$ cat src/hw/rtl/pelc_pkg.sv
package pelc_pkg;

  localparam int CoordBits = 16;

  typedef logic signed [CoordBits-1:0] coord_t;

  typedef struct packed {
    coord_t start_x;
    coord_t start_y;
    coord_t end_x;
    coord_t end_y;
    logic   closes_polygon;
  } edge_in_t;

  typedef struct packed {
    coord_t     seg_x0;
    coord_t     seg_y0;
    coord_t     seg_x1;
    coord_t     seg_y1;
    logic [1:0] seg_kind;
    logic       last_of_run;
  } seg_out_t;

  localparam logic [1:0] SEG_CONN  = 2'd0;
  localparam logic [1:0] SEG_EDGE  = 2'd1;
  localparam logic [1:0] SEG_CLOSE = 2'd2;

  localparam logic [1:0] CFG_X_LOW  = 2'd0;
  localparam logic [1:0] CFG_X_HIGH = 2'd1;
  localparam logic [1:0] CFG_Y_LOW  = 2'd2;
  localparam logic [1:0] CFG_Y_HIGH = 2'd3;

  localparam logic [3:0] OC_TOP    = 4'b1000;
  localparam logic [3:0] OC_BOTTOM = 4'b0100;
  localparam logic [3:0] OC_RIGHT  = 4'b0010;
  localparam logic [3:0] OC_LEFT   = 4'b0001;

  localparam int MaxSteps = 8;

  typedef enum logic [1:0] {DV_IDLE, DV_MUL, DV_DIV, DV_DONE} dv_state_t;

  typedef enum logic [2:0] {
    S_IDLE, S_CODE, S_MUL, S_WAIT, S_CONN, S_EDGE, S_CLOSE
  } clip_state_t;

endpackage

$ cat src/hw/rtl/pelc_muldiv.sv
// a*b/c, truncated toward zero; c == 0 gives 0.
// A multiply step first, then one restoring-division bit per cycle.
module pelc_muldiv #(
  parameter int W = pelc_pkg::CoordBits
) (
  input  logic                clk,
  input  logic                rst,
  input  logic                start,
  input  logic signed [W:0]   op_a,
  input  logic signed [W:0]   op_b,
  input  logic signed [W:0]   op_c,
  output logic                done,
  output logic signed [W-1:0] quo
);
  import pelc_pkg::*;

  localparam int P  = 2 * W + 2;
  localparam int CW = $clog2(P + 1);

  dv_state_t      dv_state, dv_state_next;
  logic [W:0]     ma, mb, mc;
  logic           neg;
  logic [P-1:0]   prod;
  logic [P-1:0]   q;
  logic [W:0]     rem;
  logic [CW-1:0]  cnt;
  logic [W+1:0]   rem_sh;
  logic [W+1:0]   rem_sub;
  logic           fits;
  logic [P-1:0]   q_signed;

  assign rem_sh   = {rem, prod[P-1]};
  assign fits     = rem_sh >= {1'b0, mc};
  assign rem_sub  = rem_sh - {1'b0, mc};
  assign q_signed = neg ? (~q + {{(P-1){1'b0}}, 1'b1}) : q;

  always_comb begin
    dv_state_next = dv_state;
    unique case (dv_state)
      DV_IDLE: if (start) dv_state_next = DV_MUL;
      DV_MUL:  dv_state_next = DV_DIV;
      DV_DIV:  if (cnt == '0) dv_state_next = DV_DONE;
      DV_DONE: dv_state_next = DV_IDLE;
      default: dv_state_next = DV_IDLE;
    endcase
  end

  always_comb begin
    done = (dv_state == DV_DONE);
    quo  = (mc == '0) ? '0 : q_signed[W-1:0];
  end

  always_ff @(posedge clk) begin
    if (rst) begin
      dv_state <= DV_IDLE;
    end else begin
      dv_state <= dv_state_next;
    end
  end

  always_ff @(posedge clk) begin
    case (dv_state)
      DV_IDLE: begin
        ma  <= op_a[W] ? -op_a : op_a;
        mb  <= op_b[W] ? -op_b : op_b;
        mc  <= op_c[W] ? -op_c : op_c;
        neg <= op_a[W] ^ op_b[W] ^ op_c[W];
      end
      DV_MUL: begin
        prod <= P'(ma) * P'(mb);
        rem  <= '0;
        q    <= '0;
        cnt  <= CW'(P - 1);
      end
      DV_DIV: begin
        rem  <= fits ? rem_sub[W:0] : rem_sh[W:0];
        q    <= {q[P-2:0], fits};
        prod <= {prod[P-2:0], 1'b0};
        cnt  <= cnt - 1'b1;
      end
      default: begin
      end
    endcase
  end

endmodule

$ cat src/hw/rtl/polygon_edge_line_clipper_top.sv
// Channel   Dir  Handshake              Payload
// in        in   in_valid / in_ready    in_item  (edge_in_t)
// out       out  out_valid / out_ready  out_item (seg_out_t)
// cfg       in   cfg_we                 cfg_index, cfg_data
//
// One edge at a time. Each clip step is a code check, the start, one multiply,
// 2*CoordBits+2 divide bits and the done. Every step clips against a
// different window line, so at most 4 steps run; the 8-step cap never trips
// for a valid window. Each segment of an edge is handed out when out takes
// it. Sync active-high reset clears the window and the chaining state.
// in_ready is high only when idle; a stalled out holds the segment and the
// sequencer.
module polygon_edge_line_clipper_top (
  input  logic               clk,
  input  logic               rst,
  input  logic               in_valid,
  output logic               in_ready,
  input  pelc_pkg::edge_in_t in_item,
  output logic               out_valid,
  input  logic               out_ready,
  output pelc_pkg::seg_out_t out_item,
  input  logic               cfg_we,
  input  logic [1:0]         cfg_index,
  input  pelc_pkg::coord_t   cfg_data
);
  import pelc_pkg::*;

  localparam int W = CoordBits;

  clip_state_t state, state_next;

  // window
  coord_t x_low, x_high, y_low, y_high;
  // working edge
  coord_t x0, y0, x1, y1;
  logic   closing;
  logic [3:0] step;
  // chaining state
  coord_t prev_x, prev_y, first_x, first_y;
  logic   prev_end_valid, first_kept_valid;
  // clip step selection
  logic   vert, upd1;
  coord_t lim;

  logic [3:0] c0, c1, cs;
  logic       win_empty, accept_now, reject_now;
  logic signed [W:0] op_a, op_b, op_c;
  logic       dv_start, dv_done;
  coord_t     dv_quo, new_v;
  logic       in_fire, out_fire;

  function automatic logic [3:0] outcode(coord_t x, coord_t y, coord_t xl, coord_t xh,
                                         coord_t yl, coord_t yh);
    logic [3:0] c;
    c = '0;
    if (y < yl) c = c | OC_TOP;
    if (y > yh) c = c | OC_BOTTOM;
    if (x > xh) c = c | OC_RIGHT;
    if (x < xl) c = c | OC_LEFT;
    return c;
  endfunction

  assign in_fire  = in_valid && in_ready;
  assign out_fire = out_valid && out_ready;

  assign c0 = outcode(x0, y0, x_low, x_high, y_low, y_high);
  assign c1 = outcode(x1, y1, x_low, x_high, y_low, y_high);
  assign cs = (c0 != '0) ? c0 : c1;
  assign win_empty  = (x_low > x_high) || (y_low > y_high);
  assign accept_now = !win_empty && (step != 4'(MaxSteps)) && ((c0 | c1) == '0);
  assign reject_now = win_empty || (step == 4'(MaxSteps)) || ((c0 & c1) != '0);

  // operands for the shared unit; base point is always endpoint 0
  always_comb begin
    if (vert) begin
      op_a = {x1[W-1], x1} - {x0[W-1], x0};
      op_b = {lim[W-1], lim} - {y0[W-1], y0};
      op_c = {y1[W-1], y1} - {y0[W-1], y0};
    end else begin
      op_a = {y1[W-1], y1} - {y0[W-1], y0};
      op_b = {lim[W-1], lim} - {x0[W-1], x0};
      op_c = {x1[W-1], x1} - {x0[W-1], x0};
    end
  end

  assign new_v = (vert ? x0 : y0) + dv_quo;

  pelc_muldiv #(.W(W)) u_muldiv (
    .clk   (clk),
    .rst   (rst),
    .start (dv_start),
    .op_a  (op_a),
    .op_b  (op_b),
    .op_c  (op_c),
    .done  (dv_done),
    .quo   (dv_quo)
  );

  // next state
  always_comb begin
    state_next = state;
    unique case (state)
      S_IDLE: if (in_valid) state_next = S_CODE;
      S_CODE: begin
        if (accept_now) state_next = prev_end_valid ? S_CONN : S_EDGE;
        else if (reject_now) state_next = (closing && first_kept_valid) ? S_CLOSE : S_IDLE;
        else state_next = S_MUL;
      end
      S_MUL:   state_next = S_WAIT;
      S_WAIT:  if (dv_done) state_next = S_CODE;
      S_CONN:  if (out_ready) state_next = S_EDGE;
      S_EDGE:  if (out_ready) state_next = closing ? S_CLOSE : S_IDLE;
      S_CLOSE: if (out_ready) state_next = S_IDLE;
      default: state_next = S_IDLE;
    endcase
  end

  // outputs
  always_comb begin
    in_ready  = (state == S_IDLE);
    dv_start  = (state == S_MUL);
    out_valid = 1'b0;
    out_item  = '{seg_x0: x0, seg_y0: y0, seg_x1: x1, seg_y1: y1,
                  seg_kind: SEG_EDGE, last_of_run: !closing};
    unique case (state)
      S_CONN: begin
        out_valid = 1'b1;
        out_item  = '{seg_x0: prev_x, seg_y0: prev_y, seg_x1: x0, seg_y1: y0,
                      seg_kind: SEG_CONN, last_of_run: 1'b0};
      end
      S_EDGE: out_valid = 1'b1;
      S_CLOSE: begin
        out_valid = 1'b1;
        out_item  = '{seg_x0: prev_x, seg_y0: prev_y, seg_x1: first_x, seg_y1: first_y,
                      seg_kind: SEG_CLOSE, last_of_run: 1'b1};
      end
      default: begin
      end
    endcase
  end

  always_ff @(posedge clk) begin
    if (rst) begin
      state  <= S_IDLE;
      x_low  <= '0;
      x_high <= '0;
      y_low  <= '0;
      y_high <= '0;
    end else begin
      state <= state_next;
      if (cfg_we) begin
        unique case (cfg_index)
          CFG_X_LOW:  x_low  <= cfg_data;
          CFG_X_HIGH: x_high <= cfg_data;
          CFG_Y_LOW:  y_low  <= cfg_data;
          CFG_Y_HIGH: y_high <= cfg_data;
          default: begin
          end
        endcase
      end
    end
  end

  // chaining state
  always_ff @(posedge clk) begin
    if (rst) begin
      prev_x <= '0;
      prev_y <= '0;
      first_x <= '0;
      first_y <= '0;
      prev_end_valid   <= 1'b0;
      first_kept_valid <= 1'b0;
    end else begin
      if ((state == S_EDGE) && out_ready) begin
        prev_x <= x1;
        prev_y <= y1;
        prev_end_valid <= 1'b1;
        if (!first_kept_valid) begin
          first_x <= x0;
          first_y <= y0;
          first_kept_valid <= 1'b1;
        end
      end
      // closing item with nothing kept, or closing segment taken
      if (((state == S_CODE) && reject_now && closing && !first_kept_valid) ||
          ((state == S_CLOSE) && out_ready)) begin
        prev_x <= '0;
        prev_y <= '0;
        first_x <= '0;
        first_y <= '0;
        prev_end_valid   <= 1'b0;
        first_kept_valid <= 1'b0;
      end
    end
  end

  // working edge and clip step bookkeeping
  always_ff @(posedge clk) begin
    if (in_fire) begin
      x0 <= in_item.start_x;
      y0 <= in_item.start_y;
      x1 <= in_item.end_x;
      y1 <= in_item.end_y;
      closing <= in_item.closes_polygon;
      step <= '0;
    end
    if (state == S_CODE) begin
      upd1 <= (c0 == '0);
      if ((cs & OC_TOP) != '0) begin
        vert <= 1'b1;
        lim  <= y_low;
      end else if ((cs & OC_BOTTOM) != '0) begin
        vert <= 1'b1;
        lim  <= y_high;
      end else if ((cs & OC_RIGHT) != '0) begin
        vert <= 1'b0;
        lim  <= x_high;
      end else begin
        vert <= 1'b0;
        lim  <= x_low;
      end
    end
    if ((state == S_WAIT) && dv_done) begin
      step <= step + 1'b1;
      if (upd1) begin
        x1 <= vert ? new_v : lim;
        y1 <= vert ? lim : new_v;
      end else begin
        x0 <= vert ? new_v : lim;
        y0 <= vert ? lim : new_v;
      end
    end
  end

`ifndef SYNTHESIS
  a_no_overlap: assert property (@(posedge clk) disable iff (rst)
    !(in_ready && out_valid)) else $error("in_ready while a segment is pending");
  a_conn_needs_prev: assert property (@(posedge clk) disable iff (rst)
    (out_valid && out_item.seg_kind == SEG_CONN) |-> prev_end_valid)
    else $error("connector without a previous endpoint");
  a_close_clears: assert property (@(posedge clk) disable iff (rst)
    (out_fire && out_item.seg_kind == SEG_CLOSE) |=> (!prev_end_valid && !first_kept_valid))
    else $error("state not cleared after closing segment");
  a_last_idles: assert property (@(posedge clk) disable iff (rst)
    (out_fire && out_item.last_of_run) |=> in_ready)
    else $error("not idle after last segment of an item");
`endif

endmodule
$ cat config.mk
export PLATFORM = sky130hd
export DESIGN_NAME = polygon_edge_line_clipper_top
export DESIGN_NICKNAME = d
export VERILOG_FILES = /design/src/hw/rtl/pelc_pkg.sv /design/src/hw/rtl/pelc_muldiv.sv /design/src/hw/rtl/polygon_edge_line_clipper_top.sv
export SDC_FILE = /design/constraint.sdc
export NUM_CORES = 2
export LEC_CHECK = 0
export BUFFER_PORTS_ARGS = -buffer_cell sky130_fd_sc_hd__buf_2
export CORE_UTILIZATION = 45
export CTS_BUF_LIST = sky130_fd_sc_hd__clkbuf_4 sky130_fd_sc_hd__clkbuf_8
export CTS_CLUSTER_DIAMETER = 30
export CTS_CLUSTER_SIZE = 14
export DETAILED_ROUTE_END_ITERATION = 7
export PLACE_DENSITY = 0.64
export SYNTH_ARGS = -nofsm -noshare
export SYNTH_HDL_FRONTEND = slang
export SYNTH_HIERARCHICAL = 1
export SYNTH_SLANG_ARGS = --single-unit
$ cat constraint.sdc
create_clock -name clk -period 11.65 [get_ports clk]
set_input_delay 2.33 -clock clk [delete_from_list [all_inputs] [get_ports clk]]
set_output_delay 2.33 -clock clk [all_outputs]
set_load 0.005 [all_outputs]
Word level (Yosys, flattened, before mapping)
Cells that the tools add are included.
Word-level totals
  register bits after elaboration: 346
  latch bits: 0
  RAM bits: 0
  bits in read-only memories: 0
  input bits: 88
  output and inout bits: 69
  word-level logic and storage cells: 178
  memories: 0
Cells by class
  $add $sub $neg: 12
  multipliers: 1
  divide/modulo/power cells: 0
  magnitude comparators: 11
  equal/unequal tests: 21
  shift operators: 0
  multiplexer cells: 59
  bitwise operators: 6
  reduce and logical (&&, ||, !) cells: 37
Operator list (count)
  16-bit two-way mux: 23
  67-bit case mux with 2 select lines: 1
  16-bit greater-than comparator: 6
  17-bit two-way mux: 4
  34-bit case mux with 2 select lines: 1
  16-bit by 16-bit subtractor with 17-bit output: 4
  16-bit less-than comparator: 4
  17-bit negator: 3
  17-bit by 17-bit multiplier with 34-bit output: 1
  17-bit case mux with 2 select lines: 1
  3-bit two-way mux: 11
  16-bit case mux with 2 select lines: 1
  3-bit case mux with 7 select lines: 1
  4-bit two-way mux: 5
  18-bit by 17-bit >= comparator with 1-bit output: 1
  17-bit zero test: 1
  17-bit subtractor: 1
  16-bit by 1-bit adder with 16-bit output (second input constant): 1
  16-bit adder: 1
  16-bit inverter: 1
  2-bit != test (second input constant): 6
  6-bit case mux with 2 select lines: 1
  2-bit AND reduction: 6
  1-bit logical AND: 10
  other kinds (28): 52

Longest topological paths before layout
  depth after elaboration: 13
  gate-level depth with buffers: 23
  mapped depth without buffers: 21

Hierarchy
The synthesis kept the hierarchy.
By module, submodules not included
  polygon_edge_line_clipper_top: times used 1, cells an instance 2208, area an instance 17295.3 sq um, seq. area each 4614.4 sq um
  pelc_muldiv: times used 1, cells an instance 1796, area an instance 16767.3 sq um, seq. area each 3793.6 sq um

Worst setup path before layout
OpenSTA, ideal clock, no wires.
  path type: reg-to-reg
  from: register u_muldiv.mb[9]
  to: register u_muldiv.prod[33], data pin
  library setup time: 0.263 ns
  arrival: 5.734 ns
  required time: 11.387 ns
  setup slack: 5.652 ns
  cell stages (with the launch flop): 24
  buffers on the path: 3
  clock period less this slack: 5.998 ns
  cells stage by stage: edfxtp_1 -> clkbuf_1 -> clkbuf_1 -> nand2_1 -> fa_1 -> inv_1 -> fa_1 -> inv_1 -> fa_1 -> inv_1 -> fa_1 -> fa_1 -> inv_1 -> fa_1 -> inv_1 -> ha_1 -> buf_2 -> nand3_1 -> nor2_1 -> a2111oi_2 -> a31oi_2 -> a221oi_2 -> xnor2_1 -> o21ai_1
Between the ends
  cells in the longest elaborated chain, start to end: 2
Ends and longest elaborated chain
  from (decl): line pelc_muldiv.sv:21  | logic [W:0] ma, mb, mc;
  from (signal assigned): line pelc_muldiv.sv:65  | mb <= op_b[W] ? -op_b : op_b;
  17-bit by 17-bit multiplier with 34-bit output: line pelc_muldiv.sv:70  | prod <= P'(ma) * P'(mb);
  34-bit case mux with 2 select lines: line pelc_muldiv.sv:62  | case (dv_state)
  to (signal assigned): line pelc_muldiv.sv:70
  to (signal assigned): line pelc_muldiv.sv:78  | prod <= {prod[P-2:0], 1'b0};
  to (decl): line pelc_muldiv.sv:23  | logic [P-1:0] prod;
No other way between the ends.
A chain may end at the register's enable or synchronous reset.

Worst setup path after layout
  from: register u_muldiv.ma[5]
  to: register u_muldiv.prod[29], data pin
Between the ends
  cells in the longest elaborated chain, start to end: 2
Ends and longest elaborated chain
  from (decl): line pelc_muldiv.sv:21
  from (signal assigned): line pelc_muldiv.sv:64  | ma <= op_a[W] ? -op_a : op_a;
  17-bit by 17-bit multiplier with 34-bit output: line pelc_muldiv.sv:70
  34-bit case mux with 2 select lines: line pelc_muldiv.sv:62
No other way between the ends.

==> impl_metrics.xml <==
<?xml version="1.0" encoding="UTF-8"?>
<metrics>
  <group name="synth">
    <metric name="syn-mean-instance-area" unit="µm²">8.51</metric>
    <metric name="synth_cell_types" unit="">92</metric>
    <metric name="number_of_enable_flip_flop_cells_after_synthesis" unit="">148</metric>
    <metric name="synthCells" unit="">4004</metric>
    <metric name="postSynth.topFlopCell" unit="">sky130_fd_sc_hd__dfxtp_1</metric>
    <metric name="synth-warning-count" unit="">6</metric>
    <metric name="ys_seq_area_frac" unit="">0.247</metric>
    <metric name="async_reset_ff_frac" unit="">0</metric>
    <metric name="synthesis.area" unit="mm²">0.0341</metric>
    <metric name="synth.ff_latch_count" unit="">346</metric>
    <metric name="synth_fp_nets" unit="">4677</metric>
  </group>
  <group name="place">
    <metric name="dp_hpwl" unit="µm">83600</metric>
    <metric name="place.detailed.instances" unit="">4985</metric>
    <metric name="postPlaceCellArea" unit="mm²">0.0356</metric>
    <metric name="globalplace.congestion" unit="">0.952</metric>
    <metric name="quantity_of_i_o_buffers_inserted_on_ports" unit="">156</metric>
  </group>
  <group name="sta">
    <metric name="finalHoldViolCount" unit="">0</metric>
    <metric name="setup-violations-final" unit="">0</metric>
    <metric name="achievable-frequency" unit="MHz">153</metric>
    <metric name="fin_tns_setup" unit="ps">0</metric>
    <metric name="timing.clock.skew" unit="ps">48.7</metric>
    <metric name="maxSlewViolCount" unit="">0</metric>
    <metric name="final.min_clock_period" unit="ps">6530</metric>
    <metric name="worst_pin_slew" unit="ps">1200</metric>
    <metric name="timing.slew.headroom" unit="">0.198</metric>
    <metric name="final_min_period_over_clock_period" unit="">0.561</metric>
    <metric name="rsz_0062_raised_after_global_routing" unit="">false</metric>
  </group>
  <group name="outcome">
    <metric name="outcome" unit="">complete, no violations</metric>
  </group>
  <group name="hold_path">
    <metric name="hold_class" unit="">flop to flop</metric>
  </group>
  <group name="floorplanning">
    <metric name="num_io_pins" unit="">157</metric>
    <metric name="core.rowCount" unit="">100</metric>
    <metric name="floorplan.die.height" unit="µm">277</metric>
    <metric name="die_width" unit="µm">277</metric>
    <metric name="coreArea" unit="mm²">0.0747</metric>
    <metric name="floorplan.initialDensity" unit="">0.456</metric>
    <metric name="floorplan.die_area" unit="mm²">0.0768</metric>
  </group>
  <group name="worst_setup_path">
    <metric name="timing.setup.critical_path_class" unit="">flop to flop</metric>
    <metric name="timing.critical_path.fanout_max" unit="">17</metric>
    <metric name="critPathLaunchType" unit="">flop</metric>
    <metric name="cp_data_required_time" unit="ps">12030</metric>
    <metric name="worst_setup_path_end_kind" unit="">flop</metric>
    <metric name="arrival" unit="ps">6920</metric>
  </group>
  <group name="cts">
    <metric name="clock_root_cell" unit="">sky130_fd_sc_hd__clkbuf_8</metric>
    <metric name="htree_num_levels" unit="">3</metric>
    <metric name="postCtsSetupBuffers" unit="">0</metric>
    <metric name="tritoncts" unit="">built</metric>
    <metric name="cts_sinks" unit="">346</metric>
    <metric name="insertion_delay" unit="ps">720</metric>
    <metric name="cts_buffer_depth" unit="">3</metric>
    <metric name="numCtsBuffers" unit="">86</metric>
    <metric name="cts.clk_slew.worst_paths" unit="ps">50</metric>
    <metric name="cts_hold_buffers" unit="">0</metric>
    <metric name="ctsResizeCount" unit="">0</metric>
  </group>
  <group name="routing">
    <metric name="first_iter_violations" unit="">2584</metric>
    <metric name="route.antenna.remaining_nets" unit="">0</metric>
    <metric name="drt-vias-per-instance" unit="">5.61</metric>
    <metric name="detail_route.wl_per_cell" unit="µm">21.0</metric>
    <metric name="post_route_wl" unit="µm">108000</metric>
    <metric name="drt_drc_violations_left" unit="">0</metric>
    <metric name="vias" unit="">28883</metric>
    <metric name="drt-pass1-iter-count" unit="">6</metric>
  </group>
  <group name="final_layout">
    <metric name="finalNetCount" unit="">4777</metric>
    <metric name="nFillCells" unit="">7159</metric>
    <metric name="areaGrowthSynthToFinish" unit="%">10.6</metric>
    <metric name="post_layout_nonfiller_instances" unit="">5148</metric>
    <metric name="layout_cell_share_with_drive_strength_beyond_1" unit="">0.111</metric>
    <metric name="final_cell_area" unit="mm²">0.0377</metric>
  </group>
  <group name="grt">
    <metric name="grt_pass1_wl" unit="µm">164000</metric>
    <metric name="gr-total-overflow" unit="">0</metric>
    <metric name="antenna_found_initial" unit="">8</metric>
    <metric name="globalRouteTotalUtil" unit="">0.278</metric>
    <metric name="grt_pass1_vias" unit="">27647</metric>
    <metric name="grt_start_max_net_pins" unit="">102</metric>
  </group>
  <group name="flow_run">
    <metric name="cap_viol_max_count" unit="">0</metric>
  </group>
</metrics>
[sequential cells by signal, summed over array words and instances (netlist names), 17 cells and up]
signal / cells
u_muldiv/ma: 17
u_muldiv/rem: 17
u_muldiv/mc: 17
u_muldiv/prod: 34
u_muldiv/mb: 17
[stage by stage]
stage	utilization	setup slack, ps	hold WS [ps]
2_1_floorplan	-	5650	434
3_3_place_gp	0.477	5310	439
3_5_place_dp	0.477	5150	444
4_1_cts	0.504	5160	450
5_1_grt	0.504	4700	472
6_report	0.504	5120	450
[synth_stat cells (61+ instances only)]
master / number / area [µm²]
sky130_fd_sc_hd__nor2_1: 184 / 691
sky130_fd_sc_hd__and2_1: 142 / 888
sky130_fd_sc_hd__clkbuf_1: 140 / 526
sky130_fd_sc_hd__inv_1: 467 / 1750
sky130_fd_sc_hd__nand2_1: 696 / 2610
sky130_fd_sc_hd__a21oi_1: 290 / 1450
sky130_fd_sc_hd__mux2i_1: 107 / 1070
sky130_fd_sc_hd__edfxtp_1: 148 / 4440
sky130_fd_sc_hd__mux2_2: 66 / 743
sky130_fd_sc_hd__o21ai_0: 185 / 926
sky130_fd_sc_hd__fa_1: 229 / 4580
sky130_fd_sc_hd__ha_1: 356 / 4450
sky130_fd_sc_hd__dfxtp_1: 198 / 3960
sky130_fd_sc_hd__xnor2_1: 96 / 841
sky130_fd_sc_hd__a211oi_1: 61 / 458
[layer usage]
layer / wire length, µm / GRT usage / vias to the layer above / part of all wire
met5: 13 / 0 / - / 0.00012
met4: 4540 / 0.114 / 2 / 0.042
met3: 7560 / 0.0505 / 233 / 0.070
met2: 48500 / 0.441 / 1076 / 0.45
met1: 47300 / 0.374 / 13736 / 0.44
li1: - / - / 13836 / -
[cells in the final DEF (no fill, tap or decap), types with 107 or more instances in the layout]
cell type,instances
sky130_fd_sc_hd__mux2i_1,107
sky130_fd_sc_hd__edfxtp_1,148
sky130_fd_sc_hd__nor2_1,181
sky130_fd_sc_hd__o21ai_0,185
sky130_fd_sc_hd__fa_1,229
sky130_fd_sc_hd__and2_1,140
sky130_fd_sc_hd__a21oi_1,290
sky130_fd_sc_hd__inv_1,467
sky130_fd_sc_hd__ha_1,354
sky130_fd_sc_hd__buf_2,156
sky130_fd_sc_hd__dfxtp_1,197
sky130_fd_sc_hd__nand2_1,695
[cells by family (layout without fill, tap and decap cells)]
| family | count (synthesis) | in the layout | synth area share |
|---|---|---|---|
| flops | 346 | 346 | 0.247 |
| simple gates | 1332 | 1332 | 0.180 |
| mux | 174 | 174 | 0.0537 |
| xor+xnor | 136 | 136 | 0.0350 |
| buf+inv | 640 | 811 | 0.0717 |
| other cells | 0 | 4 | 0 |
| compound gates | 791 | 791 | 0.147 |
| fa+ha+maj | 585 | 585 | 0.265 |
[final timing paths]
check | from | to | slack, ps | cells past startpoint
setup reg to reg | u_muldiv/ma[5] | u_muldiv/prod[29] | 5120 | 19
hold / removal | prev_x[6] | prev_x[6] | 450 | 2
setup / recovery | u_muldiv/ma[5] | u_muldiv/prod[29] | 5120 | 19
hold reg to reg | prev_x[6] | prev_x[6] | 450 | 2
[layout make-up]
class                   count  area (µm²)  area share
clock inverters            54         657      0.0174
flip-flops and latches    346        8410       0.223
clock buffers             105        1380      0.0367
well taps                 969        1210      0.0322
repair buffers            184         991      0.0263
multi-input cells        3018       23300       0.617
inverters                 468        1760      0.0466
diodes                      4        10.0    0.000266
[worst max-delay path, cell delays in order (launching register included)]
cell and delay (ps):
sky130_fd_sc_hd__edfxtp_1 670, sky130_fd_sc_hd__and2_1 290, sky130_fd_sc_hd__fa_1 550, sky130_fd_sc_hd__inv_1 60
sky130_fd_sc_hd__fa_1 600, sky130_fd_sc_hd__fa_1 470, sky130_fd_sc_hd__fa_1 490, sky130_fd_sc_hd__inv_1 50
sky130_fd_sc_hd__fa_1 540, sky130_fd_sc_hd__inv_1 60, sky130_fd_sc_hd__fa_1 530, sky130_fd_sc_hd__inv_1 40
sky130_fd_sc_hd__ha_1 370, sky130_fd_sc_hd__a21oi_1 230, sky130_fd_sc_hd__o21ai_1 200, sky130_fd_sc_hd__a2111oi_2 370
sky130_fd_sc_hd__a31oi_2 210, sky130_fd_sc_hd__a21boi_0 260, sky130_fd_sc_hd__xor2_1 160, sky130_fd_sc_hd__o21ai_0 80
Power is left out: the tool's default activity adds up to more than one toggle a clock period on the data nets, which glitch-free logic cannot reach.
